[src/ptab_ram.sv]
// ptab_ram: generic single write port, single read port ram with registered read
// no dependencies
module ptab_ram #(
	parameter int WIDTH = 65,
	parameter int DEPTH = 65
) (
	input  logic                     clk,
	input  logic                     we,
	input  logic [$clog2(DEPTH)-1:0] waddr,
	input  logic [WIDTH-1:0]         wdata,
	input  logic [$clog2(DEPTH)-1:0] raddr,
	output logic [WIDTH-1:0]         rdata
);
	logic [WIDTH-1:0] mem [DEPTH];

	always_ff @(posedge clk) begin
		if (we) begin
			mem[waddr] <= wdata;
		end
		rdata <= mem[raddr];
	end
endmodule

[config.mk]
export PLATFORM = sky130hd
export DESIGN_NAME = ptab_ram
export DESIGN_NICKNAME = d
export VERILOG_FILES = /design/src/ptab_ram.sv
export SDC_FILE = /design/constraint.sdc
export NUM_CORES = 2
export LEC_CHECK = 0
export BUFFER_PORTS_ARGS = -buffer_cell sky130_fd_sc_hd__clkbuf_2
export CELL_PAD_IN_SITES_DETAIL_PLACEMENT = 1
export CELL_PAD_IN_SITES_GLOBAL_PLACEMENT = 1
export CORE_MARGIN = 2
export CORE_UTILIZATION = 60
export DETAILED_ROUTE_END_ITERATION = 10
export PLACE_DENSITY_LB_ADDON = 0.1
export SYNTH_ARGS = -nofsm -noshare
export SYNTH_HDL_FRONTEND = slang
export SYNTH_MEMORY_MAX_BITS = 65536
export SYNTH_SLANG_ARGS = --single-unit
[constraint.sdc]
create_clock -name clk -period 13.03 [get_ports clk]
set_input_delay 0 -clock clk [delete_from_list [all_inputs] [get_ports clk]]
set_output_delay 0 -clock clk [all_outputs]
set_load 0.01 [all_outputs]
Word level (Yosys, flattened, before mapping)
Memories as Yosys holds them, arrays and structs flattened. A register that Yosys moved wholly into a read port is not among the register bits.
Index checks and enable logic that the tools add are counted.
{"block": "totals", "input_bits": 81, "output_inout_bits": 65, "mem_count": 1, "ram_bits": 4225, "register_bits": 0, "elab_cells": 3}
{"memory": "mem", "words": 65, "word_bits": 65, "read_ports": 1, "rd_clocked_by_memory_dff": 1, "wr": 1, "line_no": "14", "rtl": "logic [WIDTH-1:0] mem [DEPTH];"}
{"block": "classes", "n_mux": 2}
{"operator": "$mux W1", "n": 2}

Longest topological paths before layout
{"block": "depth", "word_depth": 2, "mapped_depth": 10}

Worst setup path before layout
No wires, ideal clock.
{"block": "synth_timing", "kind": "in2reg", "startpoint": "input port we", "endpoint": "memory mem[18][0], enable pin", "stages": 3, "t_arrival_ns": 5.007, "setup_slack_ns": 7.455, "cell_sequence": "clkbuf_1 nand3_1 nor3_1"}
{"block": "synth_via", "elab_chain_len": 2}
{"item": "from (decl)", "line_no": "8", "rtl": "input logic we,"}
{"item": "$mux W1", "line_no": "17", "rtl": "if (we) begin"}
{"item": "$mux W1 (not written as such)", "line_no": "18", "rtl": "mem[waddr] <= wdata;"}
{"item": "to (decl)", "line_no": "14"}
Every way passes these cells.

==> flow_metrics.py <==
metrics = {
    "synthesis": {
        "async_flop_share_pct": 0,
        "ys_types": 41,
        "synth_area_per_cell_sq_um": 21.4,
        "netlist_area_sq_mm": 0.162,
        "synth-edff-count": 4225,
        "ys.flop_type": "edfxtp_1",
        "synth_cells": 7586,
        "yosysSeqAreaShare_pct": 79.1,
        "yosysWarnings": 0,
        "syn_nets": 7667,
        "ys_ff_latch": 4290,
    },
    "critical_path": {
        "crit_path_start_kind": "input port",
        "crit_required_ps": 13880,
        "worst-path-max-fanout": 119,
        "endpoint_kind": "flip-flop",
        "rrSetupSlack_ps": 10670,
        "criticalPathCategory": "in2reg",
        "crit_arrival_ps": 4600,
    },
    "drt": {
        "wire_per_inst_um": 41.3,
        "drc": 0,
        "postRouteAntennaNets": 0,
        "dr.first_iter.drc_count": 12600,
        "vias": 85500,
        "first_pass_iters": 5,
        "drt-total-wl_um": 489000,
        "via_per_inst": 7.22,
    },
    "power": {
        "clockPowerShare_pct": 42.3,
        "p_comb_share_pct": 4.3,
        "switchingPower_uw": 6090,
        "swShare_pct": 21.2,
        "cellPowerDensity_mw_per_mm2": 158,
        "p_int_uw": 22600,
        "ir_drop_v": 0.000158,
        "seqPwrFrac_pct": 53.4,
        "total_power_uw": 28700,
        "power.leakage_uw": 0.0585,
    },
    "clock_tree": {
        "cts_resized": 0,
        "cts.sinks": 4290,
        "cts_buffers": 418,
        "cts_tree": "built",
        "cts_max_level": 5,
        "post_cts_buffers": 0,
        "clk_root_buffer_cell": "clkbuf_16",
        "clock_latency_ps": 960,
        "clk_pin_slew_ps": 60,
        "cts.path.max_buffers": 4,
    },
    "grt": {
        "antenna_found_initial": 25,
        "grt_pass1_wl_um": 682000,
        "grt_usage_pct": 35.9,
        "grt_max_degree": 139,
        "grt.overflow.total": 0,
        "grt_pass1_vias": 88300,
    },
    "placed_design": {
        "finalWeightedCongestion": 0.818,
        "dpl.hpwl_um": 251000,
        "port_buffers": 145,
    },
    "timing": {
        "worst_pin_slew_ps": 1370,
        "maxSlewViolCount": 0,
        "finalSetupTns_ps": 0,
        "maxSlewHeadroom_pct": 8.62,
        "period_needed_ps": 3750,
        "setup_violations": 0,
        "fin_crit_sh_pct": 28.8,
        "rsz0062_at_grt": "false",
        "fmax_mhz": 267,
        "fin_skew_ps": 40.2,
        "finalHoldViolations": 0,
    },
    "die": {
        "die_height_um": 524,
        "rows": 190,
        "dieWidth_um": 524,
        "start_util_pct": 60.4,
        "ios": 146,
        "dieArea_sq_mm": 0.274,
        "coreArea_sq_mm": 0.268,
    },
    "cells_and_area": {
        "syn_to_final_growth_pct": 11.9,
        "fillers": 20800,
        "seq_area_sq_mm": 0.128,
        "layout_common_cells": "edfxtp_1, mux2i_1, mux4_2",
        "nNetsFinal": 8008,
        "drive_gt1_share_pct": 21.0,
        "final_common_cell": "edfxtp_1",
        "multi_input_area_sq_mm": 0.0325,
    },
    "run_status": {
        "status": "completed",
    },
    "flow_run": {
        "max_cap_violations": 0,
    },
    "hold_path": {
        "hp-class": "in2reg",
    },
}
==> critical path: stages <==
cell	delay, ps
buf_12	360
buf_12	660
buf_4	720
buf_4	970
mux2_2	420
nand2_1	70
o221ai_1	150
nor4_1	370
a31oi_1	190
a221o_1	300
==> kinds of logic after synthesis <==
logic type / after synthesis / synth area share [%]
flops: 4290 / 79.1
mux: 1560 / 14.7
compound gates: 911 / 3.91
buf+inv: 447 / 1.27
simple gates: 378 / 1.06
==> synthesized netlist by cell type (2+ instances only) <==
cell / number / area (sq um)
o22ai_1: 66 / 413
nand4b_1: 2 / 17.5
mux2i_1: 845 / 8460
o21ai_0: 184 / 921
o21ai_1: 77 / 385
dfxtp_1: 65 / 1300
a221o_1: 65 / 651
nand3_1: 10 / 50.1
mux2_2: 65 / 732
a31oi_1: 64 / 400
buf_4: 18 / 135
nand4_1: 2 / 12.5
edfxtp_1: 4225 / 127000
buf_1: 38 / 143
nor3_1: 9 / 45.0
a21oi_1: 66 / 330
and2_1: 2 / 12.5
a221oi_1: 130 / 1140
nand4bb_1: 3 / 33.8
buf_6: 12 / 135
nand2_1: 138 / 518
nand2b_1: 3 / 18.8
clkbuf_1: 202 / 758
a22oi_1: 130 / 976
nor4_1: 64 / 400
nor2_1: 127 / 477
mux4_2: 650 / 14600
buf_2: 176 / 881
o221ai_1: 128 / 1120
nor2b_1: 9 / 56.3
==> timing repair <==
action / CTS / global route
hold endpoints to repair: 422 / 28
endpoints found under the setup margin: 0 / 0
hold buffers: 15 / 1
==> flip-flops by register name, summed over array words and instances, names as in the netlist <==
| name | count |
|---|---|
| mem | 4225 |
| rdata | 65 |
==> power by group through the flow <==
| stage | registers, uW | clock network [uW] | logic [uW] |
|---|---|---|---|
| final | 15300 | 12100 | 1240 |
| after global routing | 15300 | 12600 | 1300 |
| after CTS | 15300 | 12200 | 1230 |
| after detailed placement | 15600 | 0 | 1210 |
| after global placement | 15600 | 0 | 1170 |
| after floorplan | 15600 | 0 | 662 |
==> per-layer routing <==
layer	vias up	share of wire, %	track usage (%)
met5	-	0.0051	0
met4	4	4.2	13.3
met3	1109	12	7.18
met2	5961	48	56.4
met1	45700	36	50.7
li1	32700	-	-
==> layout make-up <==
type / count / share of cell area [%]
diodes: 14 / 0.0193
clock buffers: 559 / 6.28
clock inverters: 215 / 1.21
multi-input cells: 2849 / 17.9
flip-flops and latches: 4290 / 70.6
well taps: 3552 / 2.45
repair buffers: 368 / 1.49
==> per-stage QoR <==
stage / hold slack (ps) / area, sq um / cells / worst slack (ps) / util (%)
global placement: 396 / 168000 / 11000 / 8410 / 62.5
CTS: 6.84 / 181000 / 11800 / 9380 / 67.6
detailed placement: 415 / 168000 / 11000 / 8350 / 62.5
finish: 43.7 / 181000 / 11800 / 9280 / 67.6
floorplan: 98.9 / 162000 / 7586 / 7450 / -
global route: 86.4 / 181000 / 11800 / 9060 / 67.6
==> final timing paths <==
path | endpoint | from | depth (start not counted)
worst max-delay path | rdata[18] | raddr[2] | 10
worst max register to register | rdata[61] | mem[37][61] | 4
worst min-delay path | mem[10][21] | wdata[21] | 1
worst min register to register | rdata[13] | mem[64][13] | 3
Power figures use the tool's default switching activity.
